===== config.mk =====
export PLATFORM = sky130hd
export DESIGN_NAME = stx_etx_escape_deframer
export DESIGN_NICKNAME = d
export VERILOG_FILES = /design/src/hdl/sxd_pkg.sv /design/src/hdl/sxd_core.sv /design/src/hdl/stx_etx_escape_deframer.sv
export SDC_FILE = /design/constraint.sdc
export NUM_CORES = 1
export LEC_CHECK = 0
export BUFFER_PORTS_ARGS = -buffer_cell sky130_fd_sc_hd__buf_2
export CAP_MARGIN = 20
export CORE_MARGIN = 3
export CORE_UTILIZATION = 60
export CTS_CLUSTER_DIAMETER = 80
export DETAILED_ROUTE_END_ITERATION = 10
export PLACE_DENSITY_LB_ADDON = 0.15
export SLEW_MARGIN = 20
export SYNTH_ARGS = -nofsm -noshare
export SYNTH_HDL_FRONTEND = slang
export SYNTH_HIERARCHICAL = 1
export SYNTH_SLANG_ARGS = --single-unit

===== constraint.sdc =====
create_clock -name clk -period 10 [get_ports clk]
set_clock_uncertainty 0.05 [all_clocks]
set_input_delay 2 -clock clk [delete_from_list [all_inputs] [get_ports clk]]
set_output_delay 2 -clock clk [all_outputs]
set_load 0.02 [all_outputs]

===== src/hdl/sxd_pkg.sv =====
// Shared types and codes for the STX/ETX escape deframer.
package sxd_pkg;

  localparam int ByteW = 8;
  localparam int LenW  = 16;
  localparam int KindW = 2;
  localparam int ErrW  = 2;
  localparam int CfgIdxW  = 2;
  localparam int CfgDataW = 16;

  // Result kinds (m_tuser)
  localparam logic [KindW-1:0] KIND_PAYLOAD = 2'd0;
  localparam logic [KindW-1:0] KIND_END     = 2'd1;
  localparam logic [KindW-1:0] KIND_ERROR   = 2'd2;

  // Error codes
  localparam logic [ErrW-1:0] ERR_NO_START        = 2'd0;
  localparam logic [ErrW-1:0] ERR_BAD_ESCAPE      = 2'd1;
  localparam logic [ErrW-1:0] ERR_UNESCAPED_START = 2'd2;
  localparam logic [ErrW-1:0] ERR_OVERFLOW        = 2'd3;

  // Configuration register indexes
  localparam logic [CfgIdxW-1:0] REG_START_CODE  = 2'd0;
  localparam logic [CfgIdxW-1:0] REG_END_CODE    = 2'd1;
  localparam logic [CfgIdxW-1:0] REG_ESCAPE_CODE = 2'd2;
  localparam logic [CfgIdxW-1:0] REG_MAX_LENGTH  = 2'd3;

  typedef struct packed {
    logic [ByteW-1:0] start_code;
    logic [ByteW-1:0] end_code;
    logic [ByteW-1:0] escape_code;
    logic [LenW-1:0]  max_length;
  } cfg_t;

  typedef struct packed {
    logic             valid;
    logic [KindW-1:0] kind;
    logic [ByteW-1:0] payload_byte;
    logic [LenW-1:0]  message_length;
    logic [ErrW-1:0]  error_code;
  } res_t;

endpackage


===== src/hdl/sxd_core.sv =====
// Deframer state and per-byte decode: mode, escape flag, previous byte, count.
module sxd_core import sxd_pkg::*; (
  input  logic             clk,
  input  logic             rst,
  input  logic             fire,
  input  logic [ByteW-1:0] raw_byte,
  input  cfg_t             cfg,
  output res_t             res
);

  typedef enum logic [1:0] {
    SEARCH   = 2'd0,
    EXPECT   = 2'd1,
    ASSEMBLE = 2'd2
  } mode_t;

  mode_t            mode, mode_next;
  logic             escape_pending, escape_pending_next;
  logic [ByteW-1:0] previous_byte;
  logic [LenW-1:0]  byte_count, byte_count_next;

  logic            naked_start;
  logic            is_special;
  logic            do_store;
  logic            do_fail;
  logic [ErrW-1:0] fail_code;

  assign naked_start = (raw_byte == cfg.start_code) && (previous_byte != cfg.escape_code);
  assign is_special  = (raw_byte == cfg.start_code) || (raw_byte == cfg.end_code) ||
                       (raw_byte == cfg.escape_code);

  always_comb begin
    mode_next           = mode;
    escape_pending_next = escape_pending;
    byte_count_next     = byte_count;
    do_store            = 1'b0;
    do_fail             = 1'b0;
    fail_code           = ERR_NO_START;
    res                 = '0;

    unique case (mode)
      ASSEMBLE: begin
        priority if (escape_pending) begin
          escape_pending_next = 1'b0;
          if (is_special) begin
            do_store = 1'b1;
          end else begin
            do_fail   = 1'b1;
            fail_code = ERR_BAD_ESCAPE;
          end
        end else if (raw_byte == cfg.end_code) begin
          res.valid          = 1'b1;
          res.kind           = KIND_END;
          res.message_length = byte_count;
          mode_next          = EXPECT;
          byte_count_next    = '0;
        end else if (raw_byte == cfg.escape_code) begin
          escape_pending_next = 1'b1;
        end else if (raw_byte == cfg.start_code) begin
          do_fail   = 1'b1;
          fail_code = ERR_UNESCAPED_START;
        end else begin
          do_store = 1'b1;
        end
      end
      EXPECT: begin
        if (naked_start) begin
          mode_next           = ASSEMBLE;
          escape_pending_next = 1'b0;
          byte_count_next     = '0;
        end else begin
          do_fail   = 1'b1;
          fail_code = ERR_NO_START;
        end
      end
      default: begin
        // searching; unused mode code behaves the same
        if (naked_start) begin
          mode_next           = ASSEMBLE;
          escape_pending_next = 1'b0;
          byte_count_next     = '0;
        end else begin
          mode_next = SEARCH;
        end
      end
    endcase

    // count never passes max_length, so 16 bits hold it
    if (do_store) begin
      if (byte_count >= cfg.max_length) begin
        do_fail   = 1'b1;
        fail_code = ERR_OVERFLOW;
      end else begin
        byte_count_next  = byte_count + LenW'(1);
        res.valid        = 1'b1;
        res.kind         = KIND_PAYLOAD;
        res.payload_byte = raw_byte;
      end
    end

    if (do_fail) begin
      mode_next           = SEARCH;
      escape_pending_next = 1'b0;
      byte_count_next     = '0;
      res                 = '0;
      res.valid           = 1'b1;
      res.kind            = KIND_ERROR;
      res.error_code      = fail_code;
    end
  end

  always_ff @(posedge clk) begin
    if (rst) begin
      mode           <= SEARCH;
      escape_pending <= 1'b0;
      previous_byte  <= '0;
      byte_count     <= '0;
    end else if (fire) begin
      mode           <= mode_next;
      escape_pending <= escape_pending_next;
      previous_byte  <= raw_byte;
      byte_count     <= byte_count_next;
    end
  end

endmodule


===== src/hdl/stx_etx_escape_deframer.sv =====
// Top level of the STX/ETX escape deframer: config, input and result registers.
//
//   channel  dir  payload                                      transfer when
//   s_axis   in   tdata[7:0] raw_byte                          s_tvalid & s_tready
//   m_axis   out  tuser kind; tdata payload/length/error       m_tvalid & m_tready
//   cfg      in   cfg_index selects register, cfg_data value   cfg_we
//
// One byte per cycle sustained while m_tready stays high. A byte is held in the
// input register, is decoded by sxd_core, and its result (if any) lands in the
// output register, which drives m_tvalid and the m_axis fields.
// rst is synchronous; it restores the default codes and searching mode.
// A stalled m_axis holds the output register; the input register then
// fills and s_tready drops. Bytes that yield no result still take one slot.
module stx_etx_escape_deframer import sxd_pkg::*; (
  input  logic                clk,
  input  logic                rst,
  // slave stream
  input  logic                s_tvalid,
  output logic                s_tready,
  input  logic [7:0]          s_tdata,   // [7:0] raw_byte
  // master stream
  output logic                m_tvalid,
  input  logic                m_tready,
  output logic [31:0]         m_tdata,   // [7:0] payload_byte, [23:8] message_length,
                                         // [25:24] error_code, [31:26] zero
  output logic [KindW-1:0]    m_tuser,   // [1:0] kind
  // configuration write port
  input  logic                cfg_we,
  input  logic [CfgIdxW-1:0]  cfg_index,
  input  logic [CfgDataW-1:0] cfg_data
);

  // configuration registers
  cfg_t cfg;

  always_ff @(posedge clk) begin
    if (rst) begin
      cfg.start_code  <= 8'd2;
      cfg.end_code    <= 8'd3;
      cfg.escape_code <= 8'd27;
      cfg.max_length  <= 16'd4096;
    end else if (cfg_we) begin
      unique case (cfg_index)
        REG_START_CODE:  cfg.start_code  <= cfg_data[ByteW-1:0];
        REG_END_CODE:    cfg.end_code    <= cfg_data[ByteW-1:0];
        REG_ESCAPE_CODE: cfg.escape_code <= cfg_data[ByteW-1:0];
        REG_MAX_LENGTH:  cfg.max_length  <= cfg_data[LenW-1:0];
        default: ;
      endcase
    end
  end

  // input register
  logic             in_valid;
  logic [ByteW-1:0] in_byte;
  logic             advance;   // decode the held byte this cycle
  res_t             res;

  // output register
  logic             out_valid;
  logic [KindW-1:0] out_kind;
  logic [ByteW-1:0] out_payload;
  logic [LenW-1:0]  out_length;
  logic [ErrW-1:0]  out_error;

  // held byte moves on when the output slot is free or drains this cycle
  assign advance  = in_valid && (!out_valid || m_tready);
  assign s_tready = !in_valid || advance;

  always_ff @(posedge clk) begin
    if (rst) begin
      in_valid <= 1'b0;
    end else if (s_tready) begin
      in_valid <= s_tvalid;
    end
  end

  always_ff @(posedge clk) begin
    if (s_tready && s_tvalid) begin
      in_byte <= s_tdata;
    end
  end

  sxd_core u_core (
    .clk      (clk),
    .rst      (rst),
    .fire     (advance),
    .raw_byte (in_byte),
    .cfg      (cfg),
    .res      (res)
  );

  always_ff @(posedge clk) begin
    if (rst) begin
      out_valid <= 1'b0;
    end else if (advance) begin
      out_valid <= res.valid;
    end else if (m_tready) begin
      out_valid <= 1'b0;
    end
  end

  always_ff @(posedge clk) begin
    if (advance && res.valid) begin
      out_kind    <= res.kind;
      out_payload <= res.payload_byte;
      out_length  <= res.message_length;
      out_error   <= res.error_code;
    end
  end

  assign m_tvalid = out_valid;
  assign m_tuser  = out_kind;
  assign m_tdata  = {6'd0, out_error, out_length, out_payload};

endmodule


==> flow_summary.toml, run 1 <==
[setup_path]
slowest_stage = "nand3b_1"
crit_path_cell_trace = "buf_2 -> nand3b_1 -> buf_2"
cp_max_fo = 3
crit_family = "buffers and inverters"
crit_required_ns = 7.95
path_buf_inv = 2
crit_top_cell = "buf_2"
cp-start-kind = "input pin"
critPathArrivalTime_ns = 2.51
path_class = "in -> out"
max_stage_delay_ns = 0.21
end_kind = "primary output"

[floorplan]
core_um2 = 8763
die_w_um = 101.2
rows = 34
ios = 67
fp.dieArea_um2 = 10240
initial_core_util = 0.6202
dieHeight_um = 101.2

[synthesis]
syn_inst = 536
syn-cell-area_um2 = 5435
synth.avg_cell_area_um2 = 10.14
ys_seq_elements = 105
synth_flop_cell = "dfxtp_1"
synthDistinctLibCells = 60
synth_edf_count = 36
yosysWarnings = 6
async_flop_share = 0
ys_seq_area_frac = 0.4530

[sta]
rsz0062_at_grt = "no"
max_freq_ghz = 0.2194
post-route-period-util = 0.4559
hold_violations = 0
setup_viol = 0
period_minus_slack_ns = 4.559
timing.slew.headroom = 0.5295
tns_ns = 0
worst_pin_slew_ns = 0.7019
final_max_slew_viol_count = 0

[route]
drt_first_pass_iters = 4
drc = 0
wl_per_cell_um = 15.81
final_antenna_net_count = 0
drt_iter0_drc = 232
viasPerCell = 5.559
vias = 3886
drt-total-wl_um = 11050

[grt]
grt_overflow = 0
grt_pass1_vias = 3593
track_usage = 0.2202
grt_max_degree = 81
grt_pass1_wl_um = 17770
grt_antenna_before_repair = 0

[clocking]
root_buffer = "clkbuf_8"
clock_path_buffers = 2
cts_resized = 0
cts_tree = "done"
cts_inserted_buffers = 9
clk_latency_ns = 0.37
cts_hold_buf = 0
cts_setup_buffers = 0
cts_sinks = 105
htreeDepth = 3
cts.clk_slew.worst_paths_ns = 0.09

[job]
maxCapViolations = 0

[finish]
final_cell_mix = "dfxtp_1, buf_2, nand2b_1, mux2i_1, edfxtp_1"
drive_above_1_share = 0.1607
syn2layout_area_growth_pct = 8.610
final_common_cell = "dfxtp_1"
antenna_cells = 0
nets = 636

[power_and_ir_drop]
total_power_mw = 0.7523
power.density_nw_per_um2 = 127.4
vdd_drop_max_mv = 0.06531
p_leak_nw = 2.390

[placement]
place_congestion = 0.8562
io_buffers = 60
place_hpwl_um = 8066

[status]
outcome = "complete, no violations"

[worst_hold_path]
hp-class = "reg -> reg"
## area by class of cell
type / count / area, µm²
fillers: 735 / 2860
multi-input cells: 379 / 2708
flip-flops and latches: 105 / 2462
repair buffers: 63 / 322.8
well taps: 108 / 135.1
clock buffers: 10 / 127.6
inverters: 28 / 105.1
clock inverters: 6 / 42.54
## where the power goes
group / leakage (nW) / switching (mW) / total [mW] / internal, mW
Sequential: 0.936 / 0.00967 / 0.458 / 0.448
Clock: 0.0843 / 0.145 / 0.236 / 0.0913
Combinational: 1.37 / 0.0308 / 0.0585 / 0.0277
Total: 2.39 / 0.185 / 0.752 / 0.567
## final timing paths
check / start / endpoint / slack (ns) / cells after the start
setup / recovery: m_tready / s_tready / 5.44 / 3
hold / removal: cfg[1] / cfg[1] / 0.43 / 2
setup reg to reg: u_core/byte_count[0] / u_core/byte_count[14] / 6.54 / 10
hold reg to reg: cfg[1] / cfg[1] / 0.43 / 2
## cells by family after synthesis
kind of cell / synth area share
AO/OA/AOI/OAI: 0.08564
XOR/XNOR: 0.05318
adder cells (fa/ha/maj): 0.04374
buffers and inverters: 0.05271
flip-flops: 0.4530
multiplexers: 0.09461
other: 0.0006899
AND/OR/NAND/NOR: 0.2164
## synth_stat cells, drive strengths merged, types with 2 or more instances
cell / n / share of area
dfxtp: 69 / 0.25
mux2i: 51 / 0.095
nand2b: 50 / 0.058
edfxtp: 36 / 0.20
nor2: 34 / 0.026
nand2: 33 / 0.023
xnor2: 33 / 0.053
inv: 28 / 0.019
and2: 26 / 0.030
a21oi: 22 / 0.021
buf: 21 / 0.028
ha: 19 / 0.044
o21ai: 17 / 0.016
nand4: 12 / 0.016
and3: 9 / 0.011
nand3: 9 / 0.0083
clkbuf: 8 / 0.0055
nor3: 6 / 0.0064
nand3b: 5 / 0.0069
nor4: 5 / 0.0085
a22o: 3 / 0.0048
and3b: 3 / 0.0051
nor2b: 3 / 0.0048
nor3b: 3 / 0.0041
o21a: 3 / 0.0041
a21o: 2 / 0.0028
a221o: 2 / 0.0037
a221oi: 2 / 0.0032
a22oi: 2 / 0.0028
a32o: 2 / 0.0037
o211ai: 2 / 0.0028
o311ai: 2 / 0.0032
## flip-flops by register name, summed over array words and instances (netlist names)
register,cells
u_core/previous_byte,8
u_core/mode,2
m_tvalid,1
out_payload,8
u_core/escape_pending,1
in_valid,1
m_tuser,2
in_byte,8
out_error,2
u_core/byte_count,16
out_length,16
cfg,40
## per-layer routing
metal | routed length [µm] | global-route usage | vias to the layer above
li1 | - | - | 1954
met1 | 5438 | 0.3203 | 1825
met2 | 4974 | 0.3400 | 97
met3 | 499 | 0.03444 | 10
met4 | 138 | 0.06646 | 0
met5 | 0 | 0 | -
## worst min-delay path: stages, from the launching register on
cell and delay (ns):
dfxtp_1 0.32, nand2b_1 0.06, mux2i_1 0.06
## through the flow
step | cell area (µm²) | setup slack, ns | util | instances | hold slack, ns
after floorplan | 5454 | 5.673 | - | 541 | 0.3983
after global placement | 5733 | 5.435 | 0.6542 | 683 | 0.4115
final | 5903 | 5.441 | 0.6736 | 699 | 0.4292
after CTS | 5903 | 5.439 | 0.6736 | 699 | 0.4308
after global routing | 5903 | 5.421 | 0.6736 | 699 | 0.4505
after detailed placement | 5733 | 5.446 | 0.6542 | 683 | 0.4127
Power figures use the tool's default switching activity.
==> run 2: changes to the inputs <==
--- a/config.mk
+++ b/config.mk
@@ -5,10 +5,11 @@
 export SDC_FILE = /design/constraint.sdc
 export NUM_CORES = 1
 export LEC_CHECK = 0
+export ABC_AREA = 1
 export BUFFER_PORTS_ARGS = -buffer_cell sky130_fd_sc_hd__buf_2
 export CAP_MARGIN = 20
 export CORE_MARGIN = 3
-export CORE_UTILIZATION = 60
+export CORE_UTILIZATION = 59
 export CTS_CLUSTER_DIAMETER = 80
 export DETAILED_ROUTE_END_ITERATION = 10
 export PLACE_DENSITY_LB_ADDON = 0.15
==> constraint.sdc (replaced) <==
create_clock -name clk -period 4.55 [get_ports clk]
set_clock_uncertainty 0.05 [all_clocks]
set_input_delay 0.91 -clock clk [delete_from_list [all_inputs] [get_ports clk]]
set_output_delay 0.91 -clock clk [all_outputs]
set_load 0.02 [all_outputs]
==> flow_summary.toml, run 2 <==
[status]
outcome = "complete, no violations"

[floorplan]
fp.dieArea_um2 = 11510
die_w_um = 107.3
initial_core_util = 0.6138
core_um2 = 9864
ios = 67
rows = 36
dieHeight_um = 107.3

[setup_path]
r2r_cells = 11
crit_required_ns = 4.76
critPathArrivalTime_ns = 3.41
end_kind = "register"
path_class = "reg -> reg"
r2r-end = "u_core/byte_count[15]"
cp-start-kind = "register"
crit_family = "simple AND/OR/NAND/NOR gates"
slowest_stage = "nand4_1"
r2r_setup_slack_ns = 1.36
r2r-start = "u_core/byte_count[13]"
cp_max_fo = 20
crit_path_cell_trace = "ha_1 -> a21oi_1 -> o21ai_0 -> a21oi_1 -> nand3_1 -> inv_1 -> nand4_1 -> nand3_1 -> nand2_1 -> nand2_1 -> a21oi_1"
path_buf_inv = 1
max_stage_delay_ns = 0.74
crit_top_cell = "a21oi_1"

[sta]
hold_slack_ns = 0.4433
period_minus_slack_ns = 3.193
tns_ns = 0
worst_pin_slew_ns = 0.9542
setup_viol = 0
post-route-period-util = 0.7018
rsz0062_at_grt = "no"
max_freq_ghz = 0.3132
worst_slack_ns = 1.357
final_max_slew_viol_count = 0
hold_violations = 0
timing.slew.headroom = 0.3620

[synthesis]
synth.avg_cell_area_um2 = 6.818
syn-cell-area_um2 = 6055
syn_inst = 888
synth.most_common_cell = "nand2_1"
async_flop_share = 0
synth_edf_count = 36
ys_seq_area_frac = 0.4067
synth_top_area_share = 0.2281
ys_seq_elements = 105
synthDistinctLibCells = 35
yosysWarnings = 6
synth_flop_cell = "dfxtp_1"
synth_top_cell_by_area = "dfxtp_1"
synth_common_cells = "nand2_1, inv_1, nor2_1"
synth_area_leaders = "dfxtp_1, nand2_1, edfxtp_1"

[finish]
largest_reg_flops = 40
nets = 980
fillers = 902
final_common_cell = "nand2_1"
syn2layout_area_growth_pct = 8.741
largest_registers = "cfg x40, out_length x16, u_core/byte_count x16"
antenna_cells = 0
regMostFlops = "cfg"
drive_above_1_share = 0.1176
final_cell_mix = "nand2_1, inv_1, nor2_1"
postLayoutCellArea_um2 = 6584
finalCoreUtilization = 0.6674
layoutNonFillerInstCount = 1068

[power_and_ir_drop]
power.density_nw_per_um2 = 281.1
total_power_mw = 1.851
vdd_drop_max_mv = 0.1965
p_leak_nw = 3.132

[grt]
grt_pass1_wl_um = 22620
grt_antenna_before_repair = 0
track_usage = 0.2471
grt_pass1_vias = 4780
grt_overflow = 0
grt_max_degree = 32

[clocking]
cts_inserted_buffers = 9
cts_resized = 0
cts_setup_buffers = 0
clk_latency_ns = 0.39
cts.clk_slew.worst_paths_ns = 0.11
clock_path_buffers = 2
cts_hold_buf = 0
cts_tree = "done"
root_buffer = "clkbuf_8"
htreeDepth = 3
cts_sinks = 105

[route]
drt-total-wl_um = 13980
vias = 5582
drt_first_pass_iters = 5
viasPerCell = 5.227
drt_iter0_drc = 497
drc = 0
wl_per_cell_um = 13.09
final_antenna_net_count = 0

[worst_hold_path]
hp-class = "reg -> reg"
hold_path.startpoint = "cfg[12]"
min_to = "cfg[12]"
hold-path-cell-count = 2

[placement]
io_buffers = 60
place_ws_ns = 1.493
dp.cells = 1052
place_hpwl_um = 10300
placed_area_um2 = 6389
place_congestion = 0.9014

[job]
maxCapViolations = 0
-- run 2: report_power, final --
part | total [mW] | switching [mW] | leakage (nW) | internal [mW]
Sequential | 1.04 | 0.0337 | 0.912 | 1.00
Clock | 0.560 | 0.325 | 0.0915 | 0.235
Combinational | 0.254 | 0.168 | 2.13 | 0.0866
-- run 2: final cells by class --
type	count	area (µm²)	area share
Clock buffer	11	152.6	0.02319
Clock inverter	5	37.54	0.005701
Inverter	129	489.2	0.07431
Multi-Input combinational cell	622	2933	0.4455
Sequential cell	105	2462	0.3740
Tap cell	133	166.4	0.02528
Timing Repair Buffer	63	342.8	0.05207
-- run 2: kinds of logic after synthesis --
family / after synthesis / share of synthesized area
AOI/OAI and AO/OA: 69 / 0.06510
xor gates and xnor gates: 16 / 0.02314
adders and majority gates: 19 / 0.03926
buffers and inverters: 166 / 0.1137
DFF: 105 / 0.4067
other: 1 / 0.0006194
and+or+nand+nor: 512 / 0.3515
-- run 2: worst min-delay path, stage by stage, from the launching register on --
cell and delay, ns:
dfxtp_1 0.34, nand2_1 0.05, nand3_1 0.07
-- run 2: layer usage --
| metal | up-vias | track usage | part of all wire |
|---|---|---|---|
| li1 | 2831 | - | - |
| met3 | 20 | 0.03419 | 0.081 |
| met2 | 255 | 0.3722 | 0.43 |
| met1 | 2476 | 0.3608 | 0.47 |
| met5 | - | 0 | 0 |
| met4 | 0 | 0.09406 | 0.020 |
-- run 2: how the worst max path moves through the flow --
stage,start,end,cells past startpoint
after floorplan,in_byte[5],m_tuser[0],13
after global placement,u_core/byte_count[13],out_payload[0],8
after detailed placement,u_core/byte_count[13],u_core/byte_count[2],11
after CTS,u_core/byte_count[13],u_core/byte_count[2],11
after global routing,u_core/byte_count[13],u_core/byte_count[12],11
final,u_core/byte_count[13],u_core/byte_count[15],11
==> run 3: changes to the inputs <==
--- a/config.mk
+++ b/config.mk
@@ -5,11 +5,11 @@
 export SDC_FILE = /design/constraint.sdc
 export NUM_CORES = 1
 export LEC_CHECK = 0
-export ABC_AREA = 1
+export ABC_AREA = 0
 export BUFFER_PORTS_ARGS = -buffer_cell sky130_fd_sc_hd__buf_2
 export CAP_MARGIN = 20
 export CORE_MARGIN = 3
-export CORE_UTILIZATION = 59
+export CORE_UTILIZATION = 53
 export CTS_CLUSTER_DIAMETER = 80
 export DETAILED_ROUTE_END_ITERATION = 10
 export PLACE_DENSITY_LB_ADDON = 0.15
==> constraint.sdc (replaced) <==
create_clock -name clk -period 2.6 [get_ports clk]
set_clock_uncertainty 0.05 [all_clocks]
set_input_delay 0.52 -clock clk [delete_from_list [all_inputs] [get_ports clk]]
set_output_delay 0.52 -clock clk [all_outputs]
set_load 0.02 [all_outputs]
==> flow_summary.toml, run 3 (same netlist as run 1, synthesis figures left out) <==
[status]
outcome = "complete, no violations"

[clocking]
clock_path_buffers = 2
clk_latency_ns = 0.38
cts_inserted_buffers = 9
cts_tree = "done"
cts_sinks = 105
cts.clk_slew.worst_paths_ns = 0.10
htreeDepth = 3
root_buffer = "clkbuf_8"

[finish]
regMostFlops = "cfg"
largest_registers = "cfg x40, out_length x16, u_core/byte_count x16"
antenna_cells = 0
fillers = 818
multi_input_area_um2 = 2796
nets = 680
layoutNonFillerInstCount = 768
drive_above_1_share = 0.2425
final_common_cell = "dfxtp_1"
largest_reg_flops = 40
ff_latch_area_um2 = 2469
final_cell_mix = "dfxtp_1, buf_2, nand2b_1, mux2i_1, buf_4"
syn2layout_area_growth_pct = 17.40

[setup_path]
max_stage_delay_ns = 0.52
end_kind = "register"
crit_family = "compound AO/OA/AOI/OAI gates"
path_buf_inv = 1
slowest_stage = "edfxtp_1"
critPathArrivalTime_ns = 2.76
cp-start-kind = "register"
crit_path_cell_trace = "xnor2_1 -> nand4_1 -> nor2_4 -> o31a_1 -> o21a_1 -> buf_4 -> and3_4 -> a221o_1 -> a22o_1"
path_class = "reg -> reg"
crit_required_ns = 2.83
cp_max_fo = 6

[sta]
period_minus_slack_ns = 2.530
hold_violations = 0
tns_ns = 0
worst_pin_slew_ns = 0.5332
worst_slack_ns = 0.07011
post-route-period-util = 0.9730
max_freq_ghz = 0.3953
timing.slew.headroom = 0.6435
hold_slack_ns = 0.2553
setup_viol = 0
final_max_slew_viol_count = 0

[route]
viasPerCell = 5.392
vias = 4141
final_antenna_net_count = 0
drt_iter0_drc = 204
drt_first_pass_iters = 4
drc = 0
drt-total-wl_um = 12160
wl_per_cell_um = 15.83

[floorplan]
fp.dieArea_um2 = 11510
dieHeight_um = 107.3
initial_core_util = 0.5510
die_w_um = 107.3
ios = 67
rows = 36
core_um2 = 9864

[placement]
place_congestion = 0.8936
place_ws_ns = -0.01724
dp.cells = 744
place_hpwl_um = 9191
io_buffers = 60

[grt]
grt_antenna_before_repair = 0
grt_max_degree = 46
grt_overflow = 0
grt_pass1_vias = 3907
grt_pass1_wl_um = 19380
track_usage = 0.2144

[power_and_ir_drop]
total_power_mw = 2.945
power.density_nw_per_um2 = 461.5
vdd_drop_max_mv = 0.3058
p_leak_nw = 2.646

[job]
maxCapViolations = 0

[worst_hold_path]
hp-class = "in -> reg"
==> run 3: timing repair <==
| item | in CTS | in global routing |
|---|---|---|
| setup endpoints to repair | 2 | 41 |
| pin swaps | 2 | 14 |
| gates resized for setup | 1 | 20 |
| hold buffers | 0 | 0 |
| gates cloned | 0 | 0 |
| buffers inserted | 1 | 7 |
==> run 3: stage by stage <==
stage | area (µm²) | utilization
4_1_cts | 6232 | 0.6318
2_1_floorplan | 5461 | -
3_5_place_dp | 6052 | 0.6135
6_report | 6381 | 0.6469
5_1_grt | 6381 | 0.6469
3_3_place_gp | 6052 | 0.6135
==> run 3: layer usage <==
metal | up-vias | track usage | wire length, µm
met5 | - | 0 | 0
met4 | 0 | 0.07215 | 218
met3 | 23 | 0.03959 | 725
met2 | 131 | 0.3253 | 5456
met1 | 1950 | 0.3085 | 5758
li1 | 2037 | - | -
==> run 3: report_power, final <==
group / switching [mW] / internal, mW
logic: 0.128 / 0.125
registers: 0.0361 / 1.72
clock network: 0.573 / 0.359
total: 0.737 / 2.21
==> run 3: final timing paths <==
kind | from | slack [ns] | to | depth (start not counted)
min | s_tdata[1] | 0.26 | in_byte[1] | 1
max | in_byte[7] | 0.07 | u_core/byte_count[12] | 9
min reg2reg | cfg[8] | 0.43 | cfg[8] | 2
max reg2reg | in_byte[7] | 0.07 | u_core/byte_count[12] | 9
==> run 3: cell type report <==
type	count	area share
sequential	105	0.3869
tap	133	0.02608
clock buffer	11	0.02059
clock inverter	5	0.006275
multi-input combinational	379	0.4382
timing repair buffer	107	0.1055
inverter	28	0.01647
